`config.mk`:
```
export PLATFORM = sky130hd
export DESIGN_NAME = command_line_normalizer_unit
export DESIGN_NICKNAME = d
export VERILOG_FILES = /design/src/rtl/cln_pkg.sv /design/src/rtl/cln_decode.sv /design/src/rtl/command_line_normalizer_unit.sv
export SDC_FILE = /design/constraint.sdc
export NUM_CORES = 1
export LEC_CHECK = 0
export ABC_AREA = 0
export BUFFER_PORTS_ARGS = -buffer_cell sky130_fd_sc_hd__buf_4
export CORE_ASPECT_RATIO = 0.6
export CORE_MARGIN = 1
export CORE_UTILIZATION = 55
export CTS_BUF_LIST = sky130_fd_sc_hd__clkbuf_8
export CTS_CLUSTER_SIZE = 30
export DETAILED_ROUTE_END_ITERATION = 7
export PLACE_DENSITY = 0.85
export SYNTH_ARGS = -nofsm -noshare
export SYNTH_HDL_FRONTEND = slang
export SYNTH_HIERARCHICAL = 1
export SYNTH_SLANG_ARGS = --single-unit
```
`constraint.sdc`:
```
create_clock -name clk -period 3.15 [get_ports clk]
set_clock_uncertainty 0.2 [all_clocks]
set_input_delay 0.63 -clock clk [delete_from_list [all_inputs] [get_ports clk]]
set_output_delay 0.63 -clock clk [all_outputs]
set_load 0.1 [all_outputs]
```
`src/rtl/cln_pkg.sv`:
```
// Package with byte constants, classes and types of the command line normaliser.
`default_nettype none
package cln_pkg;

  localparam logic [7:0] CH_NUL    = 8'h00;
  localparam logic [7:0] CH_SPACE  = 8'h20;
  localparam logic [7:0] CH_DQUOTE = 8'h22;
  localparam logic [7:0] CH_SQUOTE = 8'h27;
  localparam logic [7:0] CH_BSLASH = 8'h5C;
  localparam logic [7:0] CH_CARET  = 8'h5E;
  localparam logic [7:0] CH_COMMA  = 8'h2C;
  localparam logic [7:0] CH_SEMI   = 8'h3B;
  localparam logic [7:0] CH_TAB    = 8'h09;
  localparam logic [7:0] CH_CR     = 8'h0D;
  localparam logic [7:0] CH_LF     = 8'h0A;
  localparam logic [7:0] CH_SLASH  = 8'h2F;
  localparam logic [7:0] CH_LPAREN = 8'h28;
  localparam logic [7:0] CH_UPPER_A = 8'h41;
  localparam logic [7:0] CH_UPPER_Z = 8'h5A;
  localparam logic [7:0] CASE_OFFSET = 8'h20;

  // Byte classes.
  localparam logic [2:0] CLS_PLAIN = 3'd0;
  localparam logic [2:0] CLS_END   = 3'd1;
  localparam logic [2:0] CLS_DROP  = 3'd2;
  localparam logic [2:0] CLS_SEP   = 3'd3;
  localparam logic [2:0] CLS_PASS  = 3'd4;

  typedef struct packed {
    logic [7:0] data;
    logic       valid;
    logic       last;
  } res_t;

  typedef struct packed {
    res_t       r0;
    res_t       r1;
    logic [1:0] count;
    logic       pending;
    logic       stopped;
  } decode_t;

  function automatic logic [2:0] byte_class(input logic [7:0] b);
    logic [2:0] cls;
    case (b) inside
      CH_NUL:                                           cls = CLS_END;
      CH_DQUOTE, CH_SQUOTE, CH_BSLASH, CH_CARET:        cls = CLS_DROP;
      CH_SPACE, CH_COMMA, CH_SEMI, CH_TAB, CH_CR, CH_LF: cls = CLS_SEP;
      CH_SLASH, CH_LPAREN:                              cls = CLS_PASS;
      default:                                          cls = CLS_PLAIN;
    endcase
    return cls;
  endfunction

  function automatic logic [7:0] to_lower(input logic [7:0] b);
    logic [7:0] r;
    if (b >= CH_UPPER_A && b <= CH_UPPER_Z) begin
      r = b + CASE_OFFSET;
    end else begin
      r = b;
    end
    return r;
  endfunction

endpackage
`default_nettype wire

```
`src/rtl/cln_decode.sv`:
```
// Per-byte decode: classifies one byte and forms up to two results and the next state.
`default_nettype none
module cln_decode (
  input  logic [7:0]       in_byte,
  input  logic             end_of_string,
  input  logic             space_pending,
  input  logic             string_stopped,
  output cln_pkg::decode_t dec
);
  import cln_pkg::*;

  localparam res_t EMPTY_RES = '{data: CH_NUL, valid: 1'b0, last: 1'b0};

  always_comb begin
    dec         = '0;
    dec.r0      = EMPTY_RES;
    dec.r1      = EMPTY_RES;
    dec.count   = 2'd0;
    dec.pending = space_pending;
    dec.stopped = string_stopped;

    if (!string_stopped) begin
      unique case (byte_class(in_byte))
        CLS_END: begin
          dec.stopped = 1'b1;
        end
        CLS_DROP: begin
        end
        CLS_SEP: begin
          dec.pending = 1'b1;
        end
        CLS_PASS: begin
          dec.pending = 1'b0;
          dec.r0      = '{data: in_byte, valid: 1'b1, last: 1'b0};
          dec.count   = 2'd1;
        end
        default: begin
          dec.pending = 1'b0;
          if (space_pending) begin
            dec.r0    = '{data: CH_SPACE, valid: 1'b1, last: 1'b0};
            dec.r1    = '{data: to_lower(in_byte), valid: 1'b1, last: 1'b0};
            dec.count = 2'd2;
          end else begin
            dec.r0    = '{data: to_lower(in_byte), valid: 1'b1, last: 1'b0};
            dec.count = 2'd1;
          end
        end
      endcase
    end

    // A space can only still be pending here if nothing was emitted.
    if (end_of_string) begin
      if (dec.pending) begin
        dec.r0    = '{data: CH_SPACE, valid: 1'b1, last: 1'b1};
        dec.count = 2'd1;
      end else if (dec.count == 2'd2) begin
        dec.r1.last = 1'b1;
      end else if (dec.count == 2'd1) begin
        dec.r0.last = 1'b1;
      end else begin
        dec.r0    = '{data: CH_NUL, valid: 1'b0, last: 1'b1};
        dec.count = 2'd1;
      end
      dec.pending = 1'b0;
      dec.stopped = 1'b0;
    end
  end

endmodule
`default_nettype wire

```
`src/rtl/command_line_normalizer_unit.sv`:
```
// Top level of the command line normaliser: state, decode and a two-slot result buffer.
//
//   channel  direction  handshake                   payload
//   input    in         in_valid / in_ready         in_byte, end_of_string
//   result   out        result_valid / result_ready out_byte, out_valid, out_last
//
// One input byte is accepted per cycle while in_ready is high; its first result is
// registered and offered in the cycle after acceptance. A byte with two results (released
// space plus byte) holds in_ready low until slot 0 pops; the output port sets the rate.
// Reset (synchronous, active high) clears the space and stop flags and empties both slots.
// A stall on the result side backs up into in_ready once the buffer cannot take two beats.
`default_nettype none
module command_line_normalizer_unit (
  input  logic       clk,
  input  logic       rst,
  input  logic       in_valid,
  output logic       in_ready,
  input  logic [7:0] in_byte,
  input  logic       end_of_string,
  output logic       result_valid,
  input  logic       result_ready,
  output logic [7:0] out_byte,
  output logic       out_valid,
  output logic       out_last
);
  import cln_pkg::*;

  logic    space_pending;
  logic    string_stopped;
  logic    slot0_full;
  logic    slot1_full;
  res_t    slot0;
  res_t    slot1;
  decode_t dec;
  logic    accept;
  logic    pop;

  cln_decode u_decode (
    .in_byte        (in_byte),
    .end_of_string  (end_of_string),
    .space_pending  (space_pending),
    .string_stopped (string_stopped),
    .dec            (dec)
  );

  // An item is taken only when the buffer will be empty after this cycle's beat.
  assign pop      = slot0_full && result_ready;
  assign in_ready = !slot1_full && (!slot0_full || result_ready);
  assign accept   = in_valid && in_ready;

  always_ff @(posedge clk) begin
    if (rst) begin
      space_pending  <= 1'b0;
      string_stopped <= 1'b0;
    end else if (accept) begin
      space_pending  <= dec.pending;
      string_stopped <= dec.stopped;
    end
  end

  always_ff @(posedge clk) begin
    if (rst) begin
      slot0_full <= 1'b0;
      slot1_full <= 1'b0;
    end else if (accept) begin
      slot0_full <= (dec.count != 2'd0);
      slot1_full <= (dec.count == 2'd2);
    end else if (pop) begin
      slot0_full <= slot1_full;
      slot1_full <= 1'b0;
    end
  end

  always_ff @(posedge clk) begin
    if (accept) begin
      slot0 <= dec.r0;
      slot1 <= dec.r1;
    end else if (pop) begin
      slot0 <= slot1;
    end
  end

  assign result_valid = slot0_full;
  assign out_byte     = slot0.data;
  assign out_valid    = slot0.valid;
  assign out_last     = slot0.last;

endmodule
`default_nettype wire

```
==> results of run 1 <==
## worst paths after layout
kind,end,slack [ns],cells after the start
max,out_last$_DFFE_PP_,0.77,7
min,slot1_full$_SDFFE_PP0P_,0.34,2
max reg2reg,out_last$_DFFE_PP_,1.12,5
min reg2reg,slot1_full$_SDFFE_PP0P_,0.34,2
## through the flow
step | total power, W | setup WS, ns
after floorplan | 0.000547 | 0.0378
after detailed placement | 0.000595 | 0.564
after global routing | 0.000794 | 0.707
final | 0.000768 | 0.769
after global placement | 0.000589 | 0.579
after CTS | 0.000770 | 0.825
## layout make-up
class	count	area (µm²)
flip-flops and latches	24	681
multi-input cells	93	718
clock buffers	3	41.3
well taps	32	40.0
repair buffers	25	188
clock inverters	1	3.75
fillers	190	818
inverters	4	15.0
## cell families (layout without fill, tap and decap cells)
logic type	count (synthesis)	in the layout	synth area share, %
buffers and inverters	9	33	4.44
xor gates and xnor gates	1	1	0.598
adders and majority gates	1	1	0.855
and+or+nand+nor	57	57	25.1
AOI/OAI and AO/OA	24	24	12.7
muxes	10	10	9.74
DFF	24	24	46.5
## state kept, by name, indices dropped and copies added, names as in the netlist
signal / flops
slot1: 10
out_byte: 8
out_last: 1
out_valid: 1
result_valid: 1
slot1_full: 1
space_pending: 1
string_stopped: 1
## critical path: cells and delay by family
family          cells  cell delay (ns)
compound gates      1             0.27
buf+inv             1             0.15
simple gates        4             0.87
mux                 1             0.27
## layout by cell type (no fill, tap or decap), types with 2 or more instances in the layout
cell      netlist  layout
nand3_1         4       4
o21ai_0         3       3
a31oi_4         2       2
nor2_1          6       6
mux2_4          8       8
dfxtp_1         4       4
nand2_1         8       8
a21bo_2         2       2
inv_1           4       4
mux2_2          2       2
clkbuf_8        0       3
a21oi_1         9       9
buf_4           0      25
nor3b_1         2       2
nand4_1         2       2
and2_1         11      11
nor2b_1         7       7
o211ai_1        4       4
edfxtp_1       20      20
and3_1          2       2
nor3_2          3       3
## layer usage
layer	vias up	part of all wire (%)	GRT usage (%)
met1	520	43	29.6
met2	61	46	33.3
met5	-	0	0
met3	4	10	6.59
met4	0	1.1	4.17
li1	514	-	-
## power by group through the flow
stage / clock, W / combinational [W] / sequential [W]
6_report: 0.000180 / 0.000215 / 0.000373
5_1_grt: 0.000194 / 0.000224 / 0.000376
4_1_cts: 0.000182 / 0.000214 / 0.000373
3_5_place_dp: 0 / 0.000214 / 0.000381
3_3_place_gp: 0 / 0.000210 / 0.000380
2_1_floorplan: 0 / 0.0000713 / 0.000475
==> impl_results.html, run 1 <==
<table>
<tr><th>Metric</th><th>Value</th></tr>
<tr><th colspan="2">Worst setup path</th></tr>
<tr><td>Maximum fanout along the worst path</td><td>11</td></tr>
<tr><td>Slowest stage cell on the critical path</td><td>nor3_2</td></tr>
<tr><td>Startpoint type of the worst setup path</td><td>input pin</td></tr>
<tr><td>Slowest cell delay on critical path</td><td>0.41 ns</td></tr>
<tr><td>Source of the critical timing path</td><td>in_byte[0]</td></tr>
<tr><td>Critical Path Most Common Cell</td><td>nor2b_1</td></tr>
<tr><td>Arrival time at the worst endpoint</td><td>2.20 ns</td></tr>
<tr><td>Reg2reg start</td><td>string_stopped$_SDFFE_PP0P_</td></tr>
<tr><td>Critical-path cell list</td><td>buf_4 &gt; nor2b_1 &gt; o211ai_1 &gt; nand4_1 &gt; nor3_2 &gt; nor2b_1 &gt; mux2_4</td></tr>
<tr><td>Kind of critical path</td><td>input pin to register</td></tr>
<tr><td>Critical path endpoint category</td><td>register</td></tr>
<tr><td>Required time of the critical path</td><td>2.97 ns</td></tr>
<tr><th colspan="2">Synth</th></tr>
<tr><td>Syn Inst Count</td><td>126</td></tr>
<tr><td>Top cells by count, synth</td><td>edfxtp_1, and2_1, a21oi_1</td></tr>
<tr><td>Count of yosys warnings during synthesis</td><td>6</td></tr>
<tr><td>Netlist Area Pre-Place</td><td>1460 µm²</td></tr>
<tr><td>Area contributors post-synth</td><td>edfxtp_1, mux2_4, dfxtp_1</td></tr>
<tr><td>Most used flip-flop cell after synthesis</td><td>edfxtp_1</td></tr>
<tr><td>Post-synth top area share</td><td>41.0%</td></tr>
<tr><td>Fraction of synthesis flops using an asynchronous set or reset pin</td><td>0%</td></tr>
<tr><td>Cell taking the most area after synthesis</td><td>edfxtp_1</td></tr>
<tr><td>Fraction of the yosys area taken by sequential cells</td><td>46.5%</td></tr>
<tr><td>Number of flip-flops and latches in the synthesized netlist</td><td>24</td></tr>
<tr><td>Top-count cell post-synth</td><td>edfxtp_1</td></tr>
<tr><td>Mean Syn Cell Area</td><td>11.6 µm²</td></tr>
<tr><td>Cell variety after synth</td><td>39</td></tr>
<tr><td>Number of synthesized flops with an enable pin</td><td>20</td></tr>
<tr><td>Post-synthesis net count</td><td>140</td></tr>
<tr><th colspan="2">STA</th></tr>
<tr><td>Final period demand of the worst path</td><td>2.38 ns</td></tr>
<tr><td>Pin slew with the least headroom to its limit</td><td>0.614 ns</td></tr>
<tr><td>Share of the clock period used by the worst path after layout</td><td>75.6%</td></tr>
<tr><td>Setup TNS after final layout</td><td>0 ns</td></tr>
<tr><td>Count of final setup violators</td><td>0</td></tr>
<tr><td>Upper clock frequency limit</td><td>420 MHz</td></tr>
<tr><td>Worst slew margin relative to its limit</td><td>58.5%</td></tr>
<tr><td>Final hold violation count</td><td>0</td></tr>
<tr><td>Final Slew Violations</td><td>0</td></tr>
<tr><td>Setup repair after global routing missed its margin</td><td>false</td></tr>
<tr><td>Worst slack on hold paths</td><td>0.337 ns</td></tr>
<tr><th colspan="2">Final layout</th></tr>
<tr><td>Final nets</td><td>165</td></tr>
<tr><td>Core utilization of the finished layout</td><td>67.3%</td></tr>
<tr><td>Layout cells sized above 1</td><td>33.3%</td></tr>
<tr><td>Number of standard cells in the final layout excluding fillers</td><td>182</td></tr>
<tr><td>Design area</td><td>1690 µm²</td></tr>
<tr><td>Area Growth Syn to Fin</td><td>15.2%</td></tr>
<tr><td># diodes</td><td>0</td></tr>
<tr><th colspan="2">Power</th></tr>
<tr><td>Power density over the cells</td><td>455 nW/µm²</td></tr>
<tr><td>Portion of total power attributed to combinational logic</td><td>27.9%</td></tr>
<tr><td>Share of total power in the clock network</td><td>23.5%</td></tr>
<tr><td>Internal Pwr Total</td><td>0.000514 W</td></tr>
<tr><td>Sequential power share</td><td>48.6%</td></tr>
<tr><td>Sw frac</td><td>33.1%</td></tr>
<tr><td>Power dissipated by switching net loads</td><td>0.000254 W</td></tr>
<tr><td>Maximum vdd ir drop</td><td>0.208 mV</td></tr>
<tr><td>Standby leakage power</td><td>0.657 nW</td></tr>
<tr><th colspan="2">Outcome</th></tr>
<tr><td>Status</td><td>completed</td></tr>
<tr><th colspan="2">Detailed routing</th></tr>
<tr><td>Avg Vias per Cell</td><td>6.04</td></tr>
<tr><td>Post-route antenna net violation count</td><td>0</td></tr>
<tr><td>DRC violation total after the first TritonRoute iteration</td><td>76</td></tr>
<tr><td>Total routed wirelength</td><td>2750 µm</td></tr>
<tr><td>Total number of vias</td><td>1,099</td></tr>
<tr><td>WL/cell</td><td>15.1 µm</td></tr>
<tr><td>Router iterations before antenna repair</td><td>5</td></tr>
<tr><td>DRC violations left</td><td>0</td></tr>
<tr><th colspan="2">Global route</th></tr>
<tr><td>Pin count of the biggest net entering global routing</td><td>14</td></tr>
<tr><td>Vias in the first global route</td><td>989</td></tr>
<tr><td>Total track usage</td><td>21.5%</td></tr>
<tr><td>Initial antenna violation count</td><td>0</td></tr>
<tr><td>Remaining Overflow, GRT</td><td>0</td></tr>
<tr><td>Wire length of the first global-routing pass</td><td>4490 µm</td></tr>
<tr><th colspan="2">Floorplanning</th></tr>
<tr><td>Die Outline Area</td><td>2880 µm²</td></tr>
<tr><td>Area of the core</td><td>2500 µm²</td></tr>
<tr><td>Cell row count</td><td>14</td></tr>
<tr><td>Y dimension of the die</td><td>42.0 µm</td></tr>
<tr><td>Effective utilization at floorplan</td><td>58.4%</td></tr>
<tr><td>Die width</td><td>68.6 µm</td></tr>
<tr><td>Number of primary I/O pins</td><td>25</td></tr>
<tr><th colspan="2">Placement</th></tr>
<tr><td>Placement Cell Area</td><td>1640 µm²</td></tr>
<tr><td>Number of buffers inserted by port buffering</td><td>24</td></tr>
<tr><td>Final HPWL from detailed placement</td><td>2070 µm</td></tr>
<tr><td>Placer Congestion</td><td>0.914</td></tr>
<tr><td># placed instances</td><td>178</td></tr>
<tr><th colspan="2">Clock network</th></tr>
<tr><td>Clock tree from TritonCTS</td><td>built</td></tr>
<tr><td>Number of H-tree branching levels</td><td>1</td></tr>
<tr><td>Source-to-sink clock delay at the later pin of the worst-skew pair</td><td>0.26 ns</td></tr>
<tr><td>Maximum count of clock buffers along a single path</td><td>2</td></tr>
<tr><td>Clock input transition at the sequential cells of the worst setup and hold paths</td><td>0.08 ns</td></tr>
<tr><td>Post-CTS resize count</td><td>0</td></tr>
<tr><td>Number of buffers created by CTS</td><td>3</td></tr>
<tr><td>CTS hold repair buffers</td><td>0</td></tr>
<tr><td>Post-CTS Setup Repair Bufs</td><td>0</td></tr>
<tr><td>Number of clock sinks</td><td>24</td></tr>
<tr><td>Clock root cell</td><td>clkbuf_8</td></tr>
<tr><th colspan="2">Worst hold path</th></tr>
<tr><td>Class of the tightest hold or removal check</td><td>register to register</td></tr>
<tr><td>Hold path startpoint</td><td>slot1_full$_SDFFE_PP0P_</td></tr>
<tr><th colspan="2">Job</th></tr>
<tr><td>Max-Cap Viols</td><td>0</td></tr>
</table>
No activity file was read; power rests on OpenSTA's default activity.
==> inputs of run 2 (changes only) <==
Clock period 3.15 ns to 2.2 ns, I/O delays scaled along.
==> impl_results.html, run 2 (synthesized netlist as in run 1, its figures left out) <==
<table>
<tr><th>Metric</th><th>Value</th></tr>
<tr><th colspan="2">Worst setup path</th></tr>
<tr><td>Slowest cell delay on critical path</td><td>0.33 ns (-0.08 ns)</td></tr>
<tr><td>Family of cells with the greatest summed delay on the critical path</td><td>simple AND/OR/NAND/NOR gates</td></tr>
<tr><td>Critical path endpoint category</td><td>register</td></tr>
<tr><td>Worst path bufs/invs</td><td>3 (+2)</td></tr>
<tr><td>Maximum fanout along the worst path</td><td>4 (-7)</td></tr>
<tr><td>Kind of critical path</td><td>input pin to register</td></tr>
<tr><td>Critical-path cell list</td><td>buf_4 &gt; buf_4 &gt; nor2b_1 &gt; o211ai_1 &gt; nand4_1 &gt; nor3_2 &gt; buf_6 &gt; nor2_1 &gt; nand4b_1 &gt; a21oi_2</td></tr>
<tr><td>Required time of the critical path</td><td>2.20 ns (-0.77 ns)</td></tr>
<tr><td>Slowest stage cell on the critical path</td><td>nor3_2</td></tr>
<tr><td>Critical Path Most Common Cell</td><td>buf_4</td></tr>
<tr><td>Startpoint type of the worst setup path</td><td>input pin</td></tr>
<tr><td>Arrival time at the worst endpoint</td><td>2.20 ns (about the same)</td></tr>
<tr><th colspan="2">STA</th></tr>
<tr><td>Share of the clock period used by the worst path after layout</td><td>99.7%</td></tr>
<tr><td>Worst slew margin relative to its limit</td><td>66.6% (+8.1 points)</td></tr>
<tr><td>Final period demand of the worst path</td><td>2.19 ns</td></tr>
<tr><td>Upper clock frequency limit</td><td>456 MHz</td></tr>
<tr><td>Pin slew with the least headroom to its limit</td><td>0.495 ns (-0.120 ns)</td></tr>
<tr><td>Final hold violation count</td><td>0 (unchanged)</td></tr>
<tr><td>Setup ws final</td><td>0.00601 ns (-0.763 ns)</td></tr>
<tr><td>Count of final setup violators</td><td>0 (unchanged)</td></tr>
<tr><td>Final Slew Violations</td><td>0 (unchanged)</td></tr>
<tr><td>Worst slack on hold paths</td><td>0.154 ns (-0.183 ns)</td></tr>
<tr><th colspan="2">Outcome</th></tr>
<tr><td>Status</td><td>completed</td></tr>
<tr><th colspan="2">Global route</th></tr>
<tr><td>Wire length of the first global-routing pass</td><td>5640 µm (+26%)</td></tr>
<tr><td>Initial antenna violation count</td><td>0 (unchanged)</td></tr>
<tr><td>Vias in the first global route</td><td>1,165 (+18%)</td></tr>
<tr><td>Remaining Overflow, GRT</td><td>0 (unchanged)</td></tr>
<tr><td>Pin count of the biggest net entering global routing</td><td>14 (unchanged)</td></tr>
<tr><td>Total track usage</td><td>28.1% (+6.6 points)</td></tr>
<tr><th colspan="2">Floorplanning</th></tr>
<tr><td>Die width</td><td>68.6 µm (unchanged)</td></tr>
<tr><td>Effective utilization at floorplan</td><td>58.4% (unchanged)</td></tr>
<tr><td>Area of the core</td><td>2500 µm² (unchanged)</td></tr>
<tr><td>Cell row count</td><td>14 (unchanged)</td></tr>
<tr><td>Y dimension of the die</td><td>42.0 µm (unchanged)</td></tr>
<tr><td>Number of primary I/O pins</td><td>25 (unchanged)</td></tr>
<tr><td>Die Outline Area</td><td>2880 µm² (unchanged)</td></tr>
<tr><th colspan="2">Final layout</th></tr>
<tr><td>Register with the most flip-flops</td><td>slot1</td></tr>
<tr><td># diodes</td><td>0 (unchanged)</td></tr>
<tr><td>Final nets</td><td>190 (+15%)</td></tr>
<tr><td>Area Growth Syn to Fin</td><td>30.6%</td></tr>
<tr><td>Layout cells sized above 1</td><td>45.1% (+12 points)</td></tr>
<tr><td>Commonest non-fill, non-tap cells in the layout</td><td>buf_4, edfxtp_1, and2_1, nand2_1, mux2_4</td></tr>
<tr><td>Final-layout fill cell count</td><td>162 (-15%)</td></tr>
<tr><td>Most common cell after layout, fill and taps aside</td><td>buf_4</td></tr>
<tr><td>Flip-flop count of the largest register, all copies and words added</td><td>10 (unchanged)</td></tr>
<tr><th colspan="2">Detailed routing</th></tr>
<tr><td>Router iterations before antenna repair</td><td>4 (-1)</td></tr>
<tr><td>Post-route antenna net violation count</td><td>0 (unchanged)</td></tr>
<tr><td>DRC violations left</td><td>0 (unchanged)</td></tr>
<tr><td>WL/cell</td><td>18.0 µm (+19%)</td></tr>
<tr><td>DRC violation total after the first TritonRoute iteration</td><td>75 (-1.3%)</td></tr>
<tr><td>Avg Vias per Cell</td><td>5.86 (-2.9%)</td></tr>
<tr><td>Total number of vias</td><td>1,214 (+10%)</td></tr>
<tr><td>Total routed wirelength</td><td>3730 µm (+36%)</td></tr>
<tr><th colspan="2">Job</th></tr>
<tr><td>Max-Cap Viols</td><td>0 (unchanged)</td></tr>
<tr><th colspan="2">Clock network</th></tr>
<tr><td>Clock tree from TritonCTS</td><td>built</td></tr>
<tr><td>Clock input transition at the sequential cells of the worst setup and hold paths</td><td>0.08 ns (about the same)</td></tr>
<tr><td>Number of H-tree branching levels</td><td>1 (unchanged)</td></tr>
<tr><td>Clock root cell</td><td>clkbuf_8</td></tr>
<tr><td>Number of clock sinks</td><td>24 (unchanged)</td></tr>
<tr><td>Number of buffers created by CTS</td><td>3 (unchanged)</td></tr>
<tr><td>Source-to-sink clock delay at the later pin of the worst-skew pair</td><td>0.27 ns (about the same)</td></tr>
<tr><td>Maximum count of clock buffers along a single path</td><td>2 (unchanged)</td></tr>
<tr><th colspan="2">Placement</th></tr>
<tr><td>Final HPWL from detailed placement</td><td>2570 µm (+24%)</td></tr>
<tr><td>Placer Congestion</td><td>0.914 (about the same)</td></tr>
<tr><td>Worst slack at placement</td><td>-0.219 ns (-0.783 ns)</td></tr>
<tr><td>Number of buffers inserted by port buffering</td><td>24 (unchanged)</td></tr>
<tr><th colspan="2">Power</th></tr>
<tr><td>Maximum vdd ir drop</td><td>0.298 mV (+43%)</td></tr>
<tr><td>Power density over the cells</td><td>597 nW/µm² (+31%)</td></tr>
<tr><td>Standby leakage power</td><td>0.795 nW (+21%)</td></tr>
<tr><th colspan="2">Worst hold path</th></tr>
<tr><td>Class of the tightest hold or removal check</td><td>input pin to register</td></tr>
</table>
## run 2: power breakdown
| group | switching [W] | leakage [nW] | internal [W] |
|---|---|---|---|
| Combinational | 0.000233 | 0.535 | 0.000107 |
| Sequential | 0.0000111 | 0.232 | 0.000525 |
| Clock | 0.000139 | 0.0269 | 0.000125 |
## run 2: worst paths after layout
path / start / to / slack (ns) / depth (start not counted)
worst min-delay path: rst / slot1_full$_SDFFE_PP0P_ / 0.15 / 2
worst min register to register: result_valid$_SDFFE_PP0P_ / result_valid$_SDFFE_PP0P_ / 0.34 / 2
worst max-delay path: in_byte[3] / slot1_full$_SDFFE_PP0P_ / 0.006 / 10
worst max register to register: string_stopped$_SDFFE_PP0P_ / slot1_full$_SDFFE_PP0P_ / 0.25 / 7
## run 2: worst register-to-register path, delay by kind of cell (launching register included)
kind | cells | cell delay [ns]
and+or+nand+nor | 4 | 0.85
AOI/OAI and AO/OA | 2 | 0.33
DFF | 1 | 0.35
buffers and inverters | 1 | 0.16
## run 2: repair_timing
item | CTS | global route
endpoints found under the setup margin | 0 | 4
setup buffers | 0 | 4
resized for setup | 0 | 6
hold buffers | 0 | 0
## run 2: area by class of cell
type	count	area, µm²	area share, %
tap	32	40.0	2.09
timing repair buffer	50	387	20.2
clock inverter	1	3.75	0.196
inverter	4	15.0	0.785
clock buffer	3	41.3	2.16
sequential	24	682	35.7
multi-input combinational	93	743	38.9
## run 2: metrics by stage
| stage | std cells | total power (W) | utilization, % | setup TNS, ns | area (µm²) |
|---|---|---|---|---|---|
| 2_1_floorplan | 126 | 0.000787 | - | -0.0218 | 1490 |
| 3_3_place_gp | 199 | 0.000868 | 72.6 | -0.946 | 1820 |
| 3_5_place_dp | 199 | 0.000879 | 72.6 | -3.09 | 1820 |
| 4_1_cts | 203 | 0.00114 | 74.4 | 0 | 1860 |
| 5_1_grt | 207 | 0.00117 | 76.3 | -0.0831 | 1910 |
| 6_report | 207 | 0.00114 | 76.3 | 0 | 1910 |
## run 2: routing by layer
| metal | GRT usage, % | routed length [µm] | share of wire, % | vias up |
|---|---|---|---|---|
| met2 | 45.9 | 1810 | 49 | 74 |
| met5 | 0 | 0 | 0 | - |
| li1 | - | - | - | 564 |
| met3 | 5.77 | 266 | 7.1 | 12 |
| met1 | 34.0 | 1540 | 41 | 564 |
| met4 | 15.4 | 115 | 3.1 | 0 |
==> inputs of run 3 (changes only) <==
Settings changed: CELL_PAD_IN_SITES_DETAIL_PLACEMENT set to 1, CELL_PAD_IN_SITES_GLOBAL_PLACEMENT set to 1, CORE_UTILIZATION 55 to 46, GPL_TIMING_DRIVEN set to 0, PLACE_DENSITY 0.85 to 0.89.
==> impl_results.html, run 3 (synthesized netlist as in run 1, its figures left out) <==
<table>
<tr><th>Metric</th><th>Value</th></tr>
<tr><th colspan="2">Floorplanning</th></tr>
<tr><td>Die width</td><td>74.8 µm (+9.1%)</td></tr>
<tr><td>Y dimension of the die</td><td>45.7 µm (+8.9%)</td></tr>
<tr><td>Number of primary I/O pins</td><td>25 (unchanged)</td></tr>
<tr><td>Cell row count</td><td>15 (+1)</td></tr>
<tr><td>Area of the core</td><td>2950 µm² (+18%)</td></tr>
<tr><td>Die Outline Area</td><td>3420 µm² (+19%)</td></tr>
<tr><td>Effective utilization at floorplan</td><td>49.7% (-8.8 points)</td></tr>
<tr><th colspan="2">STA</th></tr>
<tr><td>Setup ws final</td><td>-0.118 ns (-0.124 ns)</td></tr>
<tr><td>Final hold violation count</td><td>0 (unchanged)</td></tr>
<tr><td>Count of final setup violators</td><td>15 (+15)</td></tr>
<tr><td>Worst slew margin relative to its limit</td><td>58.2% (-8.4 points)</td></tr>
<tr><td>Share of the clock period used by the worst path after layout</td><td>105% (+5.6 points)</td></tr>
<tr><td>Final period demand of the worst path</td><td>2.32 ns (+0.124 ns)</td></tr>
<tr><td>Setup repair after global routing missed its margin</td><td>true</td></tr>
<tr><td>Upper clock frequency limit</td><td>431 MHz (-5.3%)</td></tr>
<tr><td>Final Slew Violations</td><td>0 (unchanged)</td></tr>
<tr><td>Pin slew with the least headroom to its limit</td><td>0.619 ns (+0.124 ns)</td></tr>
<tr><th colspan="2">Worst hold path</th></tr>
<tr><td>Class of the tightest hold or removal check</td><td>input pin to register</td></tr>
<tr><td>Number of cells on the worst hold path</td><td>2 (unchanged)</td></tr>
<tr><td>Hold path startpoint</td><td>rst</td></tr>
<tr><td>Terminating pin of the worst hold path</td><td>result_valid$_SDFFE_PP0P_</td></tr>
<tr><th colspan="2">Worst setup path</th></tr>
<tr><td>Critical path endpoint category</td><td>register</td></tr>
<tr><td>Reg2Reg Setup Slack</td><td>0.12 ns (-0.13 ns)</td></tr>
<tr><td>Kind of critical path</td><td>input pin to register</td></tr>
<tr><td>Maximum fanout along the worst path</td><td>6 (+2)</td></tr>
<tr><td>Worst Reg2Reg Path Length in Cells</td><td>5 (-2)</td></tr>
<tr><td>Required time of the critical path</td><td>2.04 ns (-0.16 ns)</td></tr>
<tr><td>Reg2reg start</td><td>string_stopped$_SDFFE_PP0P_</td></tr>
<tr><td>Capture instance of the worst register-to-register path</td><td>out_last$_DFFE_PP_</td></tr>
<tr><td>Startpoint type of the worst setup path</td><td>input pin</td></tr>
<tr><td>Arrival time at the worst endpoint</td><td>2.15 ns (-0.05 ns)</td></tr>
<tr><th colspan="2">Clock network</th></tr>
<tr><td>Clock tree from TritonCTS</td><td>built</td></tr>
<tr><td>Number of clock sinks</td><td>24 (unchanged)</td></tr>
<tr><td>Number of buffers created by CTS</td><td>3 (unchanged)</td></tr>
<tr><td>Source-to-sink clock delay at the later pin of the worst-skew pair</td><td>0.28 ns (about the same)</td></tr>
<tr><td>CTS hold repair buffers</td><td>0 (unchanged)</td></tr>
<tr><td>Number of H-tree branching levels</td><td>1 (unchanged)</td></tr>
<tr><td>Maximum count of clock buffers along a single path</td><td>2 (unchanged)</td></tr>
<tr><td>Clock root cell</td><td>clkbuf_8</td></tr>
<tr><td>Clock input transition at the sequential cells of the worst setup and hold paths</td><td>0.09 ns (about the same)</td></tr>
<tr><th colspan="2">Placement</th></tr>
<tr><td>Placer Congestion</td><td>0.854 (-6.5%)</td></tr>
<tr><td>Final HPWL from detailed placement</td><td>2530 µm (-1.3%)</td></tr>
<tr><td>Placement Cell Area</td><td>1700 µm² (-6.3%)</td></tr>
<tr><td># placed instances</td><td>190 (-4.5%)</td></tr>
<tr><td>Worst slack at placement</td><td>-0.361 ns (-0.142 ns)</td></tr>
<tr><td>Number of buffers inserted by port buffering</td><td>22 (-8.3%)</td></tr>
<tr><th colspan="2">Final layout</th></tr>
<tr><td>Number of standard cells in the final layout excluding fillers</td><td>198 (-4.3%)</td></tr>
<tr><td>Register with the most flip-flops</td><td>slot1</td></tr>
<tr><td>Commonest non-fill, non-tap cells in the layout</td><td>buf_4, edfxtp_1, and2_1, mux2_4, a21oi_1</td></tr>
<tr><td>Final nets</td><td>171 (-10%)</td></tr>
<tr><td>Layout cells sized above 1</td><td>42.3% (-2.8 points)</td></tr>
<tr><td>Most common cell after layout, fill and taps aside</td><td>buf_4</td></tr>
<tr><td>Final-layout fill cell count</td><td>325 (+100%)</td></tr>
<tr><td>Flip-flop count of the largest register, all copies and words added</td><td>10 (unchanged)</td></tr>
<tr><td>Area Growth Syn to Fin</td><td>25.8%</td></tr>
<tr><td>Design area</td><td>1840 µm² (-3.7%)</td></tr>
<tr><td>Core utilization of the finished layout</td><td>62.5% (-14 points)</td></tr>
<tr><td># diodes</td><td>0 (unchanged)</td></tr>
<tr><th colspan="2">Power</th></tr>
<tr><td>Standby leakage power</td><td>0.717 nW (-9.8%)</td></tr>
<tr><td>Maximum vdd ir drop</td><td>0.384 mV (+29%)</td></tr>
<tr><td>Power density over the cells</td><td>688 nW/µm² (+15%)</td></tr>
<tr><th colspan="2">Detailed routing</th></tr>
<tr><td>DRC violation total after the first TritonRoute iteration</td><td>42 (-44%)</td></tr>
<tr><td>Total number of vias</td><td>1,127 (-7.2%)</td></tr>
<tr><td>Router iterations before antenna repair</td><td>4 (unchanged)</td></tr>
<tr><td>Total routed wirelength</td><td>3940 µm (+5.7%)</td></tr>
<tr><td>Avg Vias per Cell</td><td>5.69 (-2.9%)</td></tr>
<tr><td>WL/cell</td><td>19.9 µm (+10%)</td></tr>
<tr><td>Post-route antenna net violation count</td><td>0 (unchanged)</td></tr>
<tr><td>DRC violations left</td><td>0 (unchanged)</td></tr>
<tr><th colspan="2">Outcome</th></tr>
<tr><td>Violated checks</td><td>negative setup slack</td></tr>
<tr><td>Status</td><td>finished, violations left</td></tr>
<tr><th colspan="2">Job</th></tr>
<tr><td>Max-Cap Viols</td><td>0 (unchanged)</td></tr>
<tr><th colspan="2">Global route</th></tr>
<tr><td>Total track usage</td><td>23.4% (-4.6 points)</td></tr>
<tr><td>Initial antenna violation count</td><td>0 (unchanged)</td></tr>
<tr><td>Vias in the first global route</td><td>1,097 (-5.8%)</td></tr>
<tr><td>Wire length of the first global-routing pass</td><td>5540 µm (-1.8%)</td></tr>
<tr><td>Pin count of the biggest net entering global routing</td><td>15 (+1)</td></tr>
<tr><td>Remaining Overflow, GRT</td><td>0 (unchanged)</td></tr>
</table>
-- run 3: cell types whose count changed in the layout (fill, tap and decap cells not counted), moves of 2 or more --
cell,before,now
buf_8,0,2
nor2_2,0,2
buf_4,47,25
nor2_1,6,4
-- run 3: per-stage QoR --
stage | setup TNS [ns] | total power, W | hold WS, ns
2_1_floorplan | -0.0218 | 0.000787 | 0.302
3_3_place_gp | -2.78 | 0.000856 | 0.329
3_5_place_dp | -5.02 | 0.000866 | 0.332
4_1_cts | 0 | 0.00126 | 0.135
5_1_grt | -2.21 | 0.00131 | 0.134
6_report | -1.19 | 0.00127 | 0.139
-- run 3: critical path, cell delays in order --
cell      delay [ns]
buf_8           0.08
buf_8           0.10
buf_4           0.13
nor3b_1         0.05
o211ai_1        0.32
nand4_1         0.33
nor3_4          0.34
nor2b_2         0.08
mux2_4          0.27
-- run 3: per-layer routing --
layer | wire length [µm] | share of wire [%] | track usage, % | vias to the layer above
met1 | 1750 | 44 | 30.2 | 542
met3 | 203 | 5.1 | 6.64 | 9
met2 | 1930 | 49 | 37.8 | 47
li1 | - | - | - | 529
met5 | 0 | 0 | 0 | -
met4 | 61 | 1.5 | 9.06 | 0
-- run 3: worst max-delay path by stage --
stage	end	depth (start not counted)	slack [ns]	start
2_1_floorplan	out_byte[5]$_DFFE_PP_	7	-0.01	in_byte[0]
3_3_place_gp	out_valid$_DFFE_PP_	8	-0.23	in_byte[0]
3_5_place_dp	out_valid$_DFFE_PP_	7	-0.36	in_byte[7]
4_1_cts	out_valid$_DFFE_PP_	8	0.03	in_byte[0]
5_1_grt	out_byte[6]$_DFFE_PP_	9	-0.20	in_byte[0]
6_report	out_last$_DFFE_PP_	9	-0.12	in_byte[0]
-- run 3: report_power, final --
group / total, W / internal, W / switching (W)
clock: 0.000399 / 0.000244 / 0.000155
combinational: 0.000332 / 0.0000978 / 0.000234
sequential: 0.000536 / 0.000525 / 0.0000106
total: 0.00127 / 0.000867 / 0.000400
-- run 3: final cells by class --
type                            count  area (µm²)  share of cell area (%)
Multi-Input combinational cell     93         764                    41.5
Sequential cell                    24         682                    37.0
Buffer                              5        53.8                    2.92
Clock buffer                        3        41.3                    2.24
Inverter                            4        15.0                   0.815
Tap cell                           42        52.6                    2.85
Timing Repair Buffer               26         203                    11.0
Clock inverter                      1        30.0                    1.63
-- run 3: what timing repair did --
item	4_1_cts	5_1_grt
gates resized for setup	1	12
pin swaps	0	5
buffers inserted	0	4
setup endpoints to repair	8	12
